[config.mk]
export PLATFORM = sky130hd
export DESIGN_NAME = page_frame_allocator_top_flat
export DESIGN_NICKNAME = d
export VERILOG_FILES = /design/src/pfa_pkg.sv /design/src/pfa_if.sv /design/src/pfa_div.sv /design/src/pfa_dp.sv /design/src/pfa_ctrl.sv /design/src/page_frame_allocator_top.sv /design/src/flat_wrapper.sv
export SDC_FILE = /design/constraint.sdc
export NUM_CORES = 2
export LEC_CHECK = 0
export BUFFER_PORTS_ARGS = -buffer_cell sky130_fd_sc_hd__buf_2
export CORE_MARGIN = 2
export CORE_UTILIZATION = 25
export CTS_BUF_LIST = sky130_fd_sc_hd__clkbuf_4 sky130_fd_sc_hd__clkbuf_8
export DETAILED_ROUTE_END_ITERATION = 6
export HOLD_SLACK_MARGIN = 0.06
export SYNTH_ARGS = -nofsm -noshare
export SYNTH_HDL_FRONTEND = slang
export SYNTH_HIERARCHICAL = 1
export SYNTH_SLANG_ARGS = --single-unit
[constraint.sdc]
create_clock -name i_clk -period 4.7 [get_ports i_clk]
set_input_delay 0.705 -clock i_clk [delete_from_list [all_inputs] [get_ports i_clk]]
set_output_delay 0.705 -clock i_clk [all_outputs]
set_load 0.02 [all_outputs]
[src/pfa_pkg.sv]
// shared constants, codes and control types of the page frame allocator
`timescale 1ns / 1ps
package pfa_pkg;

    localparam int NUM_FRAMES = 64;
    localparam int FRAME_W    = 6;
    localparam int COUNT_W    = 7;
    localparam int PID_W      = 8;
    localparam int BYTES_W    = 16;
    localparam int STATUS_W   = 2;
    localparam int DIV_CNT_W  = $clog2(BYTES_W + 1);

    localparam logic ACT_ALLOC   = 1'b0;
    localparam logic ACT_RELEASE = 1'b1;

    typedef enum logic [STATUS_W-1:0] {
        ST_GRANTED  = 2'd0,
        ST_SHORT    = 2'd1,
        ST_RELEASED = 2'd2,
        ST_IDLE     = 2'd3
    } t_status;

    typedef enum logic [1:0] {
        SRC_ZERO = 2'd0,
        SRC_POP  = 2'd1,
        SRC_HOLD = 2'd2
    } t_src;

    typedef struct packed {
        logic    latch_req;
        logic    div_start;
        logic    load_left;
        logic    pop_rd;
        logic    grant;
        logic    scan_clear;
        logic    scan_rd;
        logic    release_frame;
        logic    scan_next;
        logic    emit;
        t_src    emit_src;
        t_status emit_status;
        logic    emit_last;
    } t_cmd;

    typedef struct packed {
        logic div_done;
        logic need_zero;
        logic need_short;
        logic left_one;
        logic hit;
        logic hold_valid;
        logic scan_last;
        logic out_free;
    } t_sts;

endpackage

[src/pfa_if.sv]
// request, result and configuration channel interfaces
`timescale 1ns / 1ps
interface pfa_req_if import pfa_pkg::*; ();
    logic               valid;
    logic               ready;
    logic               action;
    logic [PID_W-1:0]   process_id;
    logic [BYTES_W-1:0] request_bytes;

    modport source (output valid, action, process_id, request_bytes, input ready);
    modport sink   (input valid, action, process_id, request_bytes, output ready);
endinterface

interface pfa_res_if import pfa_pkg::*; ();
    logic                valid;
    logic                ready;
    logic [FRAME_W-1:0]  frame_index;
    logic [STATUS_W-1:0] status;
    logic                last;

    modport source (output valid, frame_index, status, last, input ready);
    modport sink   (input valid, frame_index, status, last, output ready);
endinterface

interface pfa_cfg_if import pfa_pkg::*; ();
    logic               valid;
    logic               ready;
    logic [BYTES_W-1:0] page_bytes;

    modport source (output valid, page_bytes, input ready);
    modport sink   (input valid, page_bytes, output ready);
endinterface

[src/pfa_div.sv]
// iterative restoring divider, one quotient bit per cycle
`timescale 1ns / 1ps
module pfa_div import pfa_pkg::*; (
    input  logic               i_clk,
    input  logic               i_rst_n,
    input  logic               i_start,
    input  logic [BYTES_W-1:0] i_dividend,
    input  logic [BYTES_W-1:0] i_divisor,
    output logic               o_done,
    output logic [BYTES_W-1:0] o_quo,
    output logic [BYTES_W-1:0] o_rem
);

    logic [DIV_CNT_W-1:0] r_cnt;
    logic [BYTES_W-1:0]   r_quo;
    logic [BYTES_W-1:0]   r_rem;
    logic [BYTES_W-1:0]   r_div;
    logic [BYTES_W:0]     shifted;
    logic [BYTES_W+1:0]   diff;

    assign shifted = {r_rem, r_quo[BYTES_W-1]};
    assign diff    = {1'b0, shifted} - {2'b00, r_div};

    always_ff @(posedge i_clk) begin
        if (!i_rst_n) begin
            r_cnt <= '0;
        end else if (i_start) begin
            r_cnt <= DIV_CNT_W'(BYTES_W);
        end else if (r_cnt != '0) begin
            r_cnt <= r_cnt - DIV_CNT_W'(1);
        end
    end

    always_ff @(posedge i_clk) begin
        if (i_start) begin
            r_quo <= i_dividend;
            r_rem <= '0;
            r_div <= i_divisor;
        end else if (r_cnt != '0) begin
            if (!diff[BYTES_W+1]) begin
                r_rem <= diff[BYTES_W-1:0];
                r_quo <= {r_quo[BYTES_W-2:0], 1'b1};
            end else begin
                r_rem <= shifted[BYTES_W-1:0];
                r_quo <= {r_quo[BYTES_W-2:0], 1'b0};
            end
        end
    end

    assign o_done = (r_cnt == '0);
    assign o_quo  = r_quo;
    assign o_rem  = r_rem;

endmodule

[src/pfa_dp.sv]
// datapath: free-frame queue, owner table, busy flags, scan and result register
`timescale 1ns / 1ps
module pfa_dp import pfa_pkg::*; (
    input  logic                i_clk,
    input  logic                i_rst_n,
    input  t_cmd                i_cmd,
    output t_sts                o_sts,
    input  logic                i_cfg_valid,
    input  logic [BYTES_W-1:0]  i_cfg_page_bytes,
    input  logic [PID_W-1:0]    i_req_pid,
    input  logic [BYTES_W-1:0]  i_req_bytes,
    input  logic                i_res_ready,
    output logic                o_res_valid,
    output logic [FRAME_W-1:0]  o_res_frame,
    output logic [STATUS_W-1:0] o_res_status,
    output logic                o_res_last
);

    logic [BYTES_W-1:0]    r_page_bytes;
    logic [PID_W-1:0]      r_pid;
    logic [COUNT_W-1:0]    r_left;
    logic [FRAME_W-1:0]    r_head;
    logic [FRAME_W-1:0]    r_tail;
    logic [COUNT_W-1:0]    r_free_count;
    logic [NUM_FRAMES-1:0] r_busy;
    logic [NUM_FRAMES-1:0] r_qv;
    logic [FRAME_W-1:0]    r_queue [NUM_FRAMES];
    logic [PID_W-1:0]      r_owner [NUM_FRAMES];
    logic [FRAME_W-1:0]    r_pop_q;
    logic                  r_pop_v;
    logic [PID_W-1:0]      r_own_q;
    logic                  r_busy_q;
    logic [FRAME_W-1:0]    r_scan;
    logic                  r_hold_v;
    logic [FRAME_W-1:0]    r_hold_frame;
    logic                  r_out_valid;
    logic [FRAME_W-1:0]    r_out_frame;
    logic [STATUS_W-1:0]   r_out_status;
    logic                  r_out_last;

    logic [BYTES_W-1:0]    divisor;
    logic                  div_done;
    logic [BYTES_W-1:0]    div_quo;
    logic [BYTES_W-1:0]    div_rem;
    logic [BYTES_W-1:0]    need;
    logic [FRAME_W-1:0]    pop_frame;
    logic                  out_free;
    logic [FRAME_W-1:0]    emit_frame;

    assign divisor = (r_page_bytes == '0) ? BYTES_W'(1) : r_page_bytes;

    pfa_div u_div (
        .i_clk      (i_clk),
        .i_rst_n    (i_rst_n),
        .i_start    (i_cmd.div_start),
        .i_dividend (i_req_bytes),
        .i_divisor  (divisor),
        .o_done     (div_done),
        .o_quo      (div_quo),
        .o_rem      (div_rem)
    );

    function automatic logic [FRAME_W-1:0] next_pos(input logic [FRAME_W-1:0] p);
        next_pos = (p == FRAME_W'(NUM_FRAMES - 1)) ? '0 : p + FRAME_W'(1);
    endfunction

    assign need      = div_quo + BYTES_W'(div_rem != '0);
    assign pop_frame = r_pop_v ? r_pop_q : r_head;
    assign out_free  = !r_out_valid || i_res_ready;

    always_comb begin
        case (i_cmd.emit_src)
            SRC_POP:  emit_frame = pop_frame;
            SRC_HOLD: emit_frame = r_hold_frame;
            default:  emit_frame = '0;
        endcase
    end

    assign o_sts.div_done   = div_done;
    assign o_sts.need_zero  = (need == '0);
    assign o_sts.need_short = (need > BYTES_W'(r_free_count));
    assign o_sts.left_one   = (r_left == COUNT_W'(1));
    assign o_sts.hit        = r_busy_q && (r_own_q == r_pid);
    assign o_sts.hold_valid = r_hold_v;
    assign o_sts.scan_last  = (r_scan == FRAME_W'(NUM_FRAMES - 1));
    assign o_sts.out_free   = out_free;

    // control state
    always_ff @(posedge i_clk) begin
        if (!i_rst_n) begin
            r_page_bytes <= BYTES_W'(4096);
            r_head       <= '0;
            r_tail       <= '0;
            r_free_count <= COUNT_W'(NUM_FRAMES);
            r_busy       <= '0;
            r_qv         <= '0;
            r_hold_v     <= 1'b0;
            r_out_valid  <= 1'b0;
        end else begin
            if (i_cfg_valid) begin
                r_page_bytes <= i_cfg_page_bytes;
            end
            if (i_cmd.grant) begin
                r_head               <= next_pos(r_head);
                r_free_count         <= r_free_count - COUNT_W'(1);
                r_busy[pop_frame]    <= 1'b1;
            end
            if (i_cmd.release_frame) begin
                r_tail               <= next_pos(r_tail);
                r_free_count         <= r_free_count + COUNT_W'(1);
                r_busy[r_scan]       <= 1'b0;
                r_qv[r_tail]         <= 1'b1;
            end
            if (i_cmd.scan_clear) begin
                r_hold_v <= 1'b0;
            end else if (i_cmd.release_frame) begin
                r_hold_v <= 1'b1;
            end
            if (i_cmd.emit && out_free) begin
                r_out_valid <= 1'b1;
            end else if (i_res_ready) begin
                r_out_valid <= 1'b0;
            end
        end
    end

    // payload registers and memories
    always_ff @(posedge i_clk) begin
        if (i_cmd.latch_req) begin
            r_pid <= i_req_pid;
        end
        if (i_cmd.load_left) begin
            r_left <= need[COUNT_W-1:0];
        end else if (i_cmd.grant) begin
            r_left <= r_left - COUNT_W'(1);
        end
        if (i_cmd.scan_clear) begin
            r_scan <= '0;
        end else if (i_cmd.scan_next) begin
            r_scan <= r_scan + FRAME_W'(1);
        end
        if (i_cmd.release_frame) begin
            r_hold_frame <= r_scan;
        end
        if (i_cmd.pop_rd) begin
            r_pop_q <= r_queue[r_head];
            r_pop_v <= r_qv[r_head];
        end
        if (i_cmd.scan_rd) begin
            r_own_q  <= r_owner[r_scan];
            r_busy_q <= r_busy[r_scan];
        end
        if (i_cmd.release_frame) begin
            r_queue[r_tail] <= r_scan;
        end
        if (i_cmd.grant) begin
            r_owner[pop_frame] <= r_pid;
        end
        if (i_cmd.emit && out_free) begin
            r_out_frame  <= emit_frame;
            r_out_status <= i_cmd.emit_status;
            r_out_last   <= i_cmd.emit_last;
        end
    end

    assign o_res_valid  = r_out_valid;
    assign o_res_frame  = r_out_frame;
    assign o_res_status = r_out_status;
    assign o_res_last   = r_out_last;

    a_count_range: assert property (@(posedge i_clk) disable iff (!i_rst_n)
        r_free_count <= COUNT_W'(NUM_FRAMES))
        else $error("free count above frame total");

    a_queue_ptrs: assert property (@(posedge i_clk) disable iff (!i_rst_n)
        (r_head == r_tail) == (r_free_count == '0 || r_free_count == COUNT_W'(NUM_FRAMES)))
        else $error("queue pointers disagree with free count");

    a_grant_free: assert property (@(posedge i_clk) disable iff (!i_rst_n)
        i_cmd.grant |-> !r_busy[pop_frame] && r_free_count != '0)
        else $error("granting a frame that is not free");

    a_release_hit: assert property (@(posedge i_clk) disable iff (!i_rst_n)
        i_cmd.release_frame |-> r_busy_q && r_busy[r_scan] && r_own_q == r_pid)
        else $error("releasing a frame not owned by the process");

endmodule

[src/pfa_ctrl.sv]
// controller state machine sequencing divide, pops, scan and result beats
`timescale 1ns / 1ps
module pfa_ctrl import pfa_pkg::*; (
    input  logic i_clk,
    input  logic i_rst_n,
    input  logic i_req_valid,
    input  logic i_req_action,
    output logic o_req_ready,
    input  t_sts i_sts,
    output t_cmd o_cmd
);

    typedef enum logic [8:0] {
        S_IDLE     = 9'b000000001,
        S_DIV      = 9'b000000010,
        S_DECIDE   = 9'b000000100,
        S_POP_RD   = 9'b000001000,
        S_POP_WR   = 9'b000010000,
        S_SCAN_RD  = 9'b000100000,
        S_SCAN_CHK = 9'b001000000,
        S_SCAN_END = 9'b010000000,
        S_WAIT     = 9'b100000000
    } t_state;

    t_state r_state;
    t_state n_state;
    logic   go;

    always_comb begin
        n_state     = r_state;
        o_cmd       = '0;
        o_req_ready = 1'b0;
        go          = 1'b0;
        unique case (r_state)
            S_IDLE: begin
                o_req_ready = 1'b1;
                if (i_req_valid) begin
                    o_cmd.latch_req = 1'b1;
                    if (i_req_action == ACT_RELEASE) begin
                        o_cmd.scan_clear = 1'b1;
                        n_state          = S_SCAN_RD;
                    end else begin
                        o_cmd.div_start = 1'b1;
                        n_state         = S_WAIT;
                    end
                end
            end
            S_WAIT: begin
                n_state = S_DIV;
            end
            S_DIV: begin
                if (i_sts.div_done) begin
                    n_state = S_DECIDE;
                end
            end
            S_DECIDE: begin
                if (i_sts.need_zero || i_sts.need_short) begin
                    o_cmd.emit        = 1'b1;
                    o_cmd.emit_src    = SRC_ZERO;
                    o_cmd.emit_status = i_sts.need_zero ? ST_IDLE : ST_SHORT;
                    o_cmd.emit_last   = 1'b1;
                    if (i_sts.out_free) begin
                        n_state = S_IDLE;
                    end
                end else begin
                    o_cmd.load_left = 1'b1;
                    n_state         = S_POP_RD;
                end
            end
            S_POP_RD: begin
                o_cmd.pop_rd = 1'b1;
                n_state      = S_POP_WR;
            end
            S_POP_WR: begin
                o_cmd.emit        = 1'b1;
                o_cmd.emit_src    = SRC_POP;
                o_cmd.emit_status = ST_GRANTED;
                o_cmd.emit_last   = i_sts.left_one;
                if (i_sts.out_free) begin
                    o_cmd.grant = 1'b1;
                    n_state     = i_sts.left_one ? S_IDLE : S_POP_RD;
                end
            end
            S_SCAN_RD: begin
                o_cmd.scan_rd = 1'b1;
                n_state       = S_SCAN_CHK;
            end
            S_SCAN_CHK: begin
                if (i_sts.hit) begin
                    // a held frame goes out once a later one proves it is not the last
                    if (i_sts.hold_valid) begin
                        o_cmd.emit        = 1'b1;
                        o_cmd.emit_src    = SRC_HOLD;
                        o_cmd.emit_status = ST_RELEASED;
                        o_cmd.emit_last   = 1'b0;
                        go                = i_sts.out_free;
                    end else begin
                        go = 1'b1;
                    end
                    o_cmd.release_frame = go;
                end else begin
                    go = 1'b1;
                end
                if (go) begin
                    if (i_sts.scan_last) begin
                        n_state = S_SCAN_END;
                    end else begin
                        o_cmd.scan_next = 1'b1;
                        n_state         = S_SCAN_RD;
                    end
                end
            end
            S_SCAN_END: begin
                o_cmd.emit        = 1'b1;
                o_cmd.emit_src    = i_sts.hold_valid ? SRC_HOLD : SRC_ZERO;
                o_cmd.emit_status = i_sts.hold_valid ? ST_RELEASED : ST_IDLE;
                o_cmd.emit_last   = 1'b1;
                if (i_sts.out_free) begin
                    n_state = S_IDLE;
                end
            end
            default: begin
                n_state = S_IDLE;
            end
        endcase
    end

    always_ff @(posedge i_clk) begin
        if (!i_rst_n) begin
            r_state <= S_IDLE;
        end else begin
            r_state <= n_state;
        end
    end

endmodule

[src/page_frame_allocator_top.sv]
// top level of the page frame allocator
`timescale 1ns / 1ps
// Page frame allocator over 64 frames with a FIFO free list and an owner table.
// After an allocate beat is accepted, the 16-step size divide runs and the
// decision follows. A zero-size or short request puts out its single result
// after the decision. Otherwise each granted frame goes through a registered
// free-list read, then the grant.
// After a release beat is accepted, the scan visits all 64 frames, each with a
// read and a check through the single registered owner-table read port, then
// puts out the final beat.
// A full result register that is not taken stalls every beat that is to go out.
// One result beat per frame, or a single beat with status 1 or 3; last marks the
// final beat. A new request is taken while the final result still waits to be
// taken. The page size register may be written only while the block is idle.
module page_frame_allocator_top import pfa_pkg::*; (
    input logic       i_clk,
    input logic       i_rst_n,
    pfa_cfg_if.sink   i_cfg,
    pfa_req_if.sink   i_req,
    pfa_res_if.source o_res
);

    t_cmd cmd;
    t_sts sts;
    logic req_ready;

    assign i_cfg.ready = 1'b1;
    assign i_req.ready = req_ready;

    pfa_ctrl u_ctrl (
        .i_clk        (i_clk),
        .i_rst_n      (i_rst_n),
        .i_req_valid  (i_req.valid),
        .i_req_action (i_req.action),
        .o_req_ready  (req_ready),
        .i_sts        (sts),
        .o_cmd        (cmd)
    );

    pfa_dp u_dp (
        .i_clk            (i_clk),
        .i_rst_n          (i_rst_n),
        .i_cmd            (cmd),
        .o_sts            (sts),
        .i_cfg_valid      (i_cfg.valid),
        .i_cfg_page_bytes (i_cfg.page_bytes),
        .i_req_pid        (i_req.process_id),
        .i_req_bytes      (i_req.request_bytes),
        .i_res_ready      (o_res.ready),
        .o_res_valid      (o_res.valid),
        .o_res_frame      (o_res.frame_index),
        .o_res_status     (o_res.status),
        .o_res_last       (o_res.last)
    );

endmodule

[src/flat_wrapper.sv]
// flat-port wrapper written by rule: the top's interface ports become plain ports
module page_frame_allocator_top_flat import pfa_pkg::*;
  (i_clk, i_rst_n, i_cfg_valid, i_cfg_page_bytes, i_cfg_ready, i_req_valid, i_req_action, i_req_process_id, i_req_request_bytes, i_req_ready, o_res_valid, o_res_frame_index, o_res_status, o_res_last, o_res_ready);
  pfa_cfg_if i_cfg_i ();
  pfa_req_if i_req_i ();
  pfa_res_if o_res_i ();
  input logic i_clk;
  input logic i_rst_n;
  input wire logic [$bits(i_cfg_i.valid)-1:0] i_cfg_valid;
  input wire logic [$bits(i_cfg_i.page_bytes)-1:0] i_cfg_page_bytes;
  output wire logic [$bits(i_cfg_i.ready)-1:0] i_cfg_ready;
  input wire logic [$bits(i_req_i.valid)-1:0] i_req_valid;
  input wire logic [$bits(i_req_i.action)-1:0] i_req_action;
  input wire logic [$bits(i_req_i.process_id)-1:0] i_req_process_id;
  input wire logic [$bits(i_req_i.request_bytes)-1:0] i_req_request_bytes;
  output wire logic [$bits(i_req_i.ready)-1:0] i_req_ready;
  output wire logic [$bits(o_res_i.valid)-1:0] o_res_valid;
  output wire logic [$bits(o_res_i.frame_index)-1:0] o_res_frame_index;
  output wire logic [$bits(o_res_i.status)-1:0] o_res_status;
  output wire logic [$bits(o_res_i.last)-1:0] o_res_last;
  input wire logic [$bits(o_res_i.ready)-1:0] o_res_ready;
  assign i_cfg_i.valid = i_cfg_valid;
  assign i_cfg_i.page_bytes = i_cfg_page_bytes;
  assign i_cfg_ready = i_cfg_i.ready;
  assign i_req_i.valid = i_req_valid;
  assign i_req_i.action = i_req_action;
  assign i_req_i.process_id = i_req_process_id;
  assign i_req_i.request_bytes = i_req_request_bytes;
  assign i_req_ready = i_req_i.ready;
  assign o_res_valid = o_res_i.valid;
  assign o_res_frame_index = o_res_i.frame_index;
  assign o_res_status = o_res_i.status;
  assign o_res_last = o_res_i.last;
  assign o_res_i.ready = o_res_ready;
  page_frame_allocator_top u_core (.i_clk(i_clk), .i_rst_n(i_rst_n), .i_cfg(i_cfg_i), .i_req(i_req_i), .o_res(o_res_i));
endmodule
==> qor.csv <==
stage,metric,value,unit
routing,DRC Markers,0,
floorplan,Core Box Area,0.1928,mm2
floorplan,Die H,444.5,um
synth,Post-synth ARST share,0,%
place,RD Place Congestion,0.8774,
routing,Detailed Route WL,131100,um
setup_path,Crit Path Class,flop to flop,
sta,clock skew,0.03631,ns
sta,fmax,249.8,MHz
setup_path,RR Endpoint,u_core/u_dp/o_res_frame[0]$_DFFE_PP_,
synth,sequential area share after synthesis,68.58,%
clock_network,H-tree Lvls,4,
place,DPL Wire Length,81990,um
global_route,first-pass GRT wire length,193200,um
clock_network,clk slew on worst S/H paths,0.06,ns
power,Worst VDD drop,0.0002374,V
synth,syn nets,3254,
power,Leak,18.17,nW
hold_path,Hold Path Sink,u_core/u_dp/u_div/o_quo[7]$_DFFE_PP_,
global_route,vias in the first global route,28890,
setup_path,arrival time of the worst setup path,4.52,ns
outcome,status,completed,
synth,synthesized flop and latch total,1175,
floorplan,initial core utilization,25.17,%
power,Pwr per Cell Area,427.0,mW/mm2
synth,Post-Synth Adder-Cell Area,1.114,%
setup_path,Reg2Reg Launch Point,u_core/u_dp/u_div/o_rem[2]$_SDFFE_PP0N_,
power,internal power,17.79,mW
synth,Mean Syn Cell Area,15.32,um2
setup_path,Worst Reg-to-Reg Cells,16,
sta,Worst Tran Pin Value,1.218,ns
routing,Iter 0 DRT Violations,3329,
place,buffers added on ports,56,
sta,setup TNS,0,ns
global_route,Congestion Overflow GR,0,
global_route,maximum number of pins on one net before global-route repair,75,
cells_and_area,Syn-to-layout area delta,15.94,%
run,max cap viols,0,
clock_network,CTS Sinks,1175,
routing,vias per std cell,4.841,
hold_path,Min-Delay Path Class,input pin to flop,
setup_path,Crit Path Max Fanout,9,
clock_network,clock latency on the worst-skew pair,0.89,ns
routing,Avg WL per Cell,21.69,um
clock_network,Clk Tree Root Cell,clkbuf_8,
floorplan,row count,161,
sta,final worst path period need,4.003,ns
hold_path,Hold Path Depth,2,
power,Sw Pwr,6.226,mW
routing,drt pass-1 iters,5,
sta,Final Hold Viols,0,
floorplan,die width,444.5,um
power,Flop pwr share,50.1,%
floorplan,IO Pins,58,
setup_path,CP startpoint kind,flop,
sta,period utilization,85.16,%
setup_path,CP required,5.22,ns
power,Clock Power Share,37.9,%
sta,worst hold slack,0.1549,ns
power,switch share,25.92,%
setup_path,r2r setup slk,0.70,ns
routing,DRT antenna net count,0,
sta,Final Max Slew Viols,0,
sta,Slew HR,18.51,%
floorplan,Die Area,0.1976,mm2
synth,XOR/XNOR Fraction of Synth Area,0.8304,%
place,Placed Area,0.05200,mm2
synth,Yosys warnings,6,
clock_network,deepest clock path buffer count,3,
clock_network,cts repair resizes,0,
routing,vias,29270,
setup_path,Critical path origin,u_core/u_dp/u_div/o_rem[2]$_SDFFE_PP0N_,
cells_and_area,layout cell share with drive strength beyond 1,23.50,%
sta,RSZ-0062 raised after global routing,no,
synth,dominant synthesized flop cell,edfxtp_1,
clock_network,CTS Buf Count,184,
cells_and_area,Final nets,3447,
synth,Mapped Cells,3166,
synth,Synth Area in Compound Gates,8.740,%
synth,Synth Area in Simple Gates,7.218,%
synth,mapped cell area,0.04852,mm2
global_route,GRT Total Usage,12.87,%
hold_path,hold_sp,i_req_request_bytes[7],
sta,final setup fails,0,
synth,Post-synth EDFFs,974,
synth,mux cell area share after synthesis,11.06,%
setup_path,critical path endpoint category,flop,
cells_and_area,post-route cell area,0.05625,mm2
power,Comb pwr share,12.0,%
synth,largest family of logic cells by synthesized area,multiplexers,
global_route,antenna violations before repair,3,
clock_network,CTS tree,built,
synth,library cells used by synthesis,101,
sequential cells by signal (all words and copies together), names as in the netlist, 2 cells and up:
signal and count:
u_core/u_dp/r_owner 512, u_core/u_dp/r_queue 384, u_core/u_dp/r_busy 64, u_core/u_dp/r_qv 64, u_core/u_dp/r_page_bytes 16, u_core/u_dp/u_div/o_quo 16, u_core/u_dp/u_div/o_rem 16, u_core/u_dp/u_div/r_div 16
u_core/u_ctrl/r_state 9, u_core/u_dp/r_own_q 8, u_core/u_dp/r_pid 8, u_core/u_dp/r_free_count 7, u_core/u_dp/r_left 7, u_core/u_dp/o_res_frame 6, u_core/u_dp/r_head 6, u_core/u_dp/r_hold_frame 6
u_core/u_dp/r_pop_q 6, u_core/u_dp/r_scan 6, u_core/u_dp/r_tail 6, u_core/u_dp/u_div/r_cnt 5, u_core/u_dp/o_res_status 2
how the worst max path moves through the flow:
stage / to / slack (ns) / cells past startpoint
after floorplan: u_core/u_dp/r_free_count[6]$_SDFFE_PN1P_ / 0.78 / 14
after global placement: u_core/u_dp/o_res_frame[1]$_DFFE_PP_ / 0.65 / 16
after detailed placement: u_core/u_dp/o_res_frame[0]$_DFFE_PP_ / 0.73 / 17
after CTS: u_core/u_dp/o_res_frame[0]$_DFFE_PP_ / 0.69 / 17
after global routing: u_core/u_dp/o_res_frame[5]$_DFFE_PP_ / 0.17 / 17
final: u_core/u_dp/o_res_frame[0]$_DFFE_PP_ / 0.70 / 16
synthesized netlist by cell type (16+ instances only):
master / n / area share [%]
a22oi_1: 56 / 0.87
o21ai_0: 75 / 0.77
mux2_2: 64 / 1.5
xor2_1: 22 / 0.40
a21oi_1: 81 / 0.84
o22ai_1: 32 / 0.41
a211oi_1: 51 / 0.79
buf_4: 22 / 0.34
nand2_1: 113 / 0.87
inv_1: 48 / 0.37
ha_1: 40 / 1.0
dfxtp_1: 201 / 8.3
nor2_1: 389 / 3.0
xnor2_1: 24 / 0.43
nor2b_1: 39 / 0.50
o221a_2: 61 / 1.4
a221oi_1: 57 / 1.0
edfxtp_1: 974 / 60
buf_2: 56 / 0.58
mux4_2: 144 / 6.7
nand3_1: 49 / 0.51
mux2i_1: 125 / 2.6
nor3_1: 31 / 0.32
buf_1: 22 / 0.17
clkbuf_1: 88 / 0.68
or3_1: 16 / 0.21
what timing repair did:
item                                   in CTS  in global routing
buffers inserted                            0                  0
endpoints found under the hold margin      30                  0
hold buffers                               30                  0
metrics by stage:
step	power (mW)	util (%)	cells	worst slack (ns)
after global routing	24.92	29.18	6046	0.1680
after CTS	24.20	29.18	6045	0.6922
after floorplan	14.27	-	3166	0.7788
final	24.02	29.18	6046	0.6975
after detailed placement	15.07	26.97	5669	0.7270
after global placement	15.03	26.97	5669	0.6505
per-layer routing:
| metal | up-vias | track usage (%) | share of wire (%) |
|---|---|---|---|
| met5 | - | 0 | 0 |
| met4 | 0 | 4.864 | 3.3 |
| met3 | 265 | 2.399 | 7.2 |
| met2 | 1254 | 20.40 | 47 |
| met1 | 14920 | 17.48 | 43 |
| li1 | 12830 | - | - |
final cells by class:
cell class | instances | area (um2)
well taps | 2526 | 3161
flip-flops and latches | 1175 | 33300
clock buffers | 260 | 3209
inverters | 53 | 200.2
diodes | 1 | 2.502
repair buffers | 207 | 1564
multi-input cells | 1738 | 14080
clock inverters | 86 | 737.0
fillers | 19110 | 136500
power groups by stage:
| stage | logic (mW) | clock network (mW) | registers, mW |
|---|---|---|---|
| floorplan | 1.99 | 0 | 12.3 |
| global placement | 2.81 | 0 | 12.2 |
| detailed placement | 2.84 | 0 | 12.2 |
| CTS | 2.87 | 9.31 | 12.0 |
| global route | 3.14 | 9.73 | 12.1 |
| finish | 2.88 | 9.11 | 12.0 |
kinds of logic (layout without fill, tap and decap cells):
logic type	after synthesis	in the layout
DFF	1175	1175
and+or+nand+nor	757	757
AOI/OAI and AO/OA	546	546
muxes	346	346
buffers and inverters	253	606
xor gates and xnor gates	46	46
adders and majority gates	42	42
other	1	2
layout by cell type, fill, tap and decap left out, types with 15 or more instances in the layout:
cell type	instances
a211oi_1	51
nor2_1	388
clkbuf_8	201
inv_1	48
edfxtp_1	974
clkbuf_4	59
mux2i_1	125
buf_2	56
nor3_1	31
nor2b_1	36
o22ai_1	32
dfxtp_1	192
mux2_2	64
nand4_1	15
o21ai_0	75
a22oi_1	56
buf_4	115
o221a_2	61
ha_1	40
xor2_1	22
mux4_2	144
nand3_1	49
clkinv_1	39
or3_1	16
a21oi_1	81
a22o_1	15
a221oi_1	57
clkinv_2	23
dlygate4sd3_1	30
nand2_1	113
xnor2_1	24
worst max-delay path: stages, from the launching register on:
cell and delay, ns:
dfxtp_1 0.34, nor4_1 0.44, nand4_1 0.28, ha_1 0.28, ha_1 0.32, ha_1 0.31, nor2b_1 0.13, o21a_1 0.11
o21ai_0 0.07, a21oi_1 0.16, nor3_1 0.06, o21ai_0 0.22, nor2_1 0.13, o21ai_2 0.25, nor2_1 0.08, nand2_1 0.11
and2_1 0.38
Power figures use the tool's default switching activity.
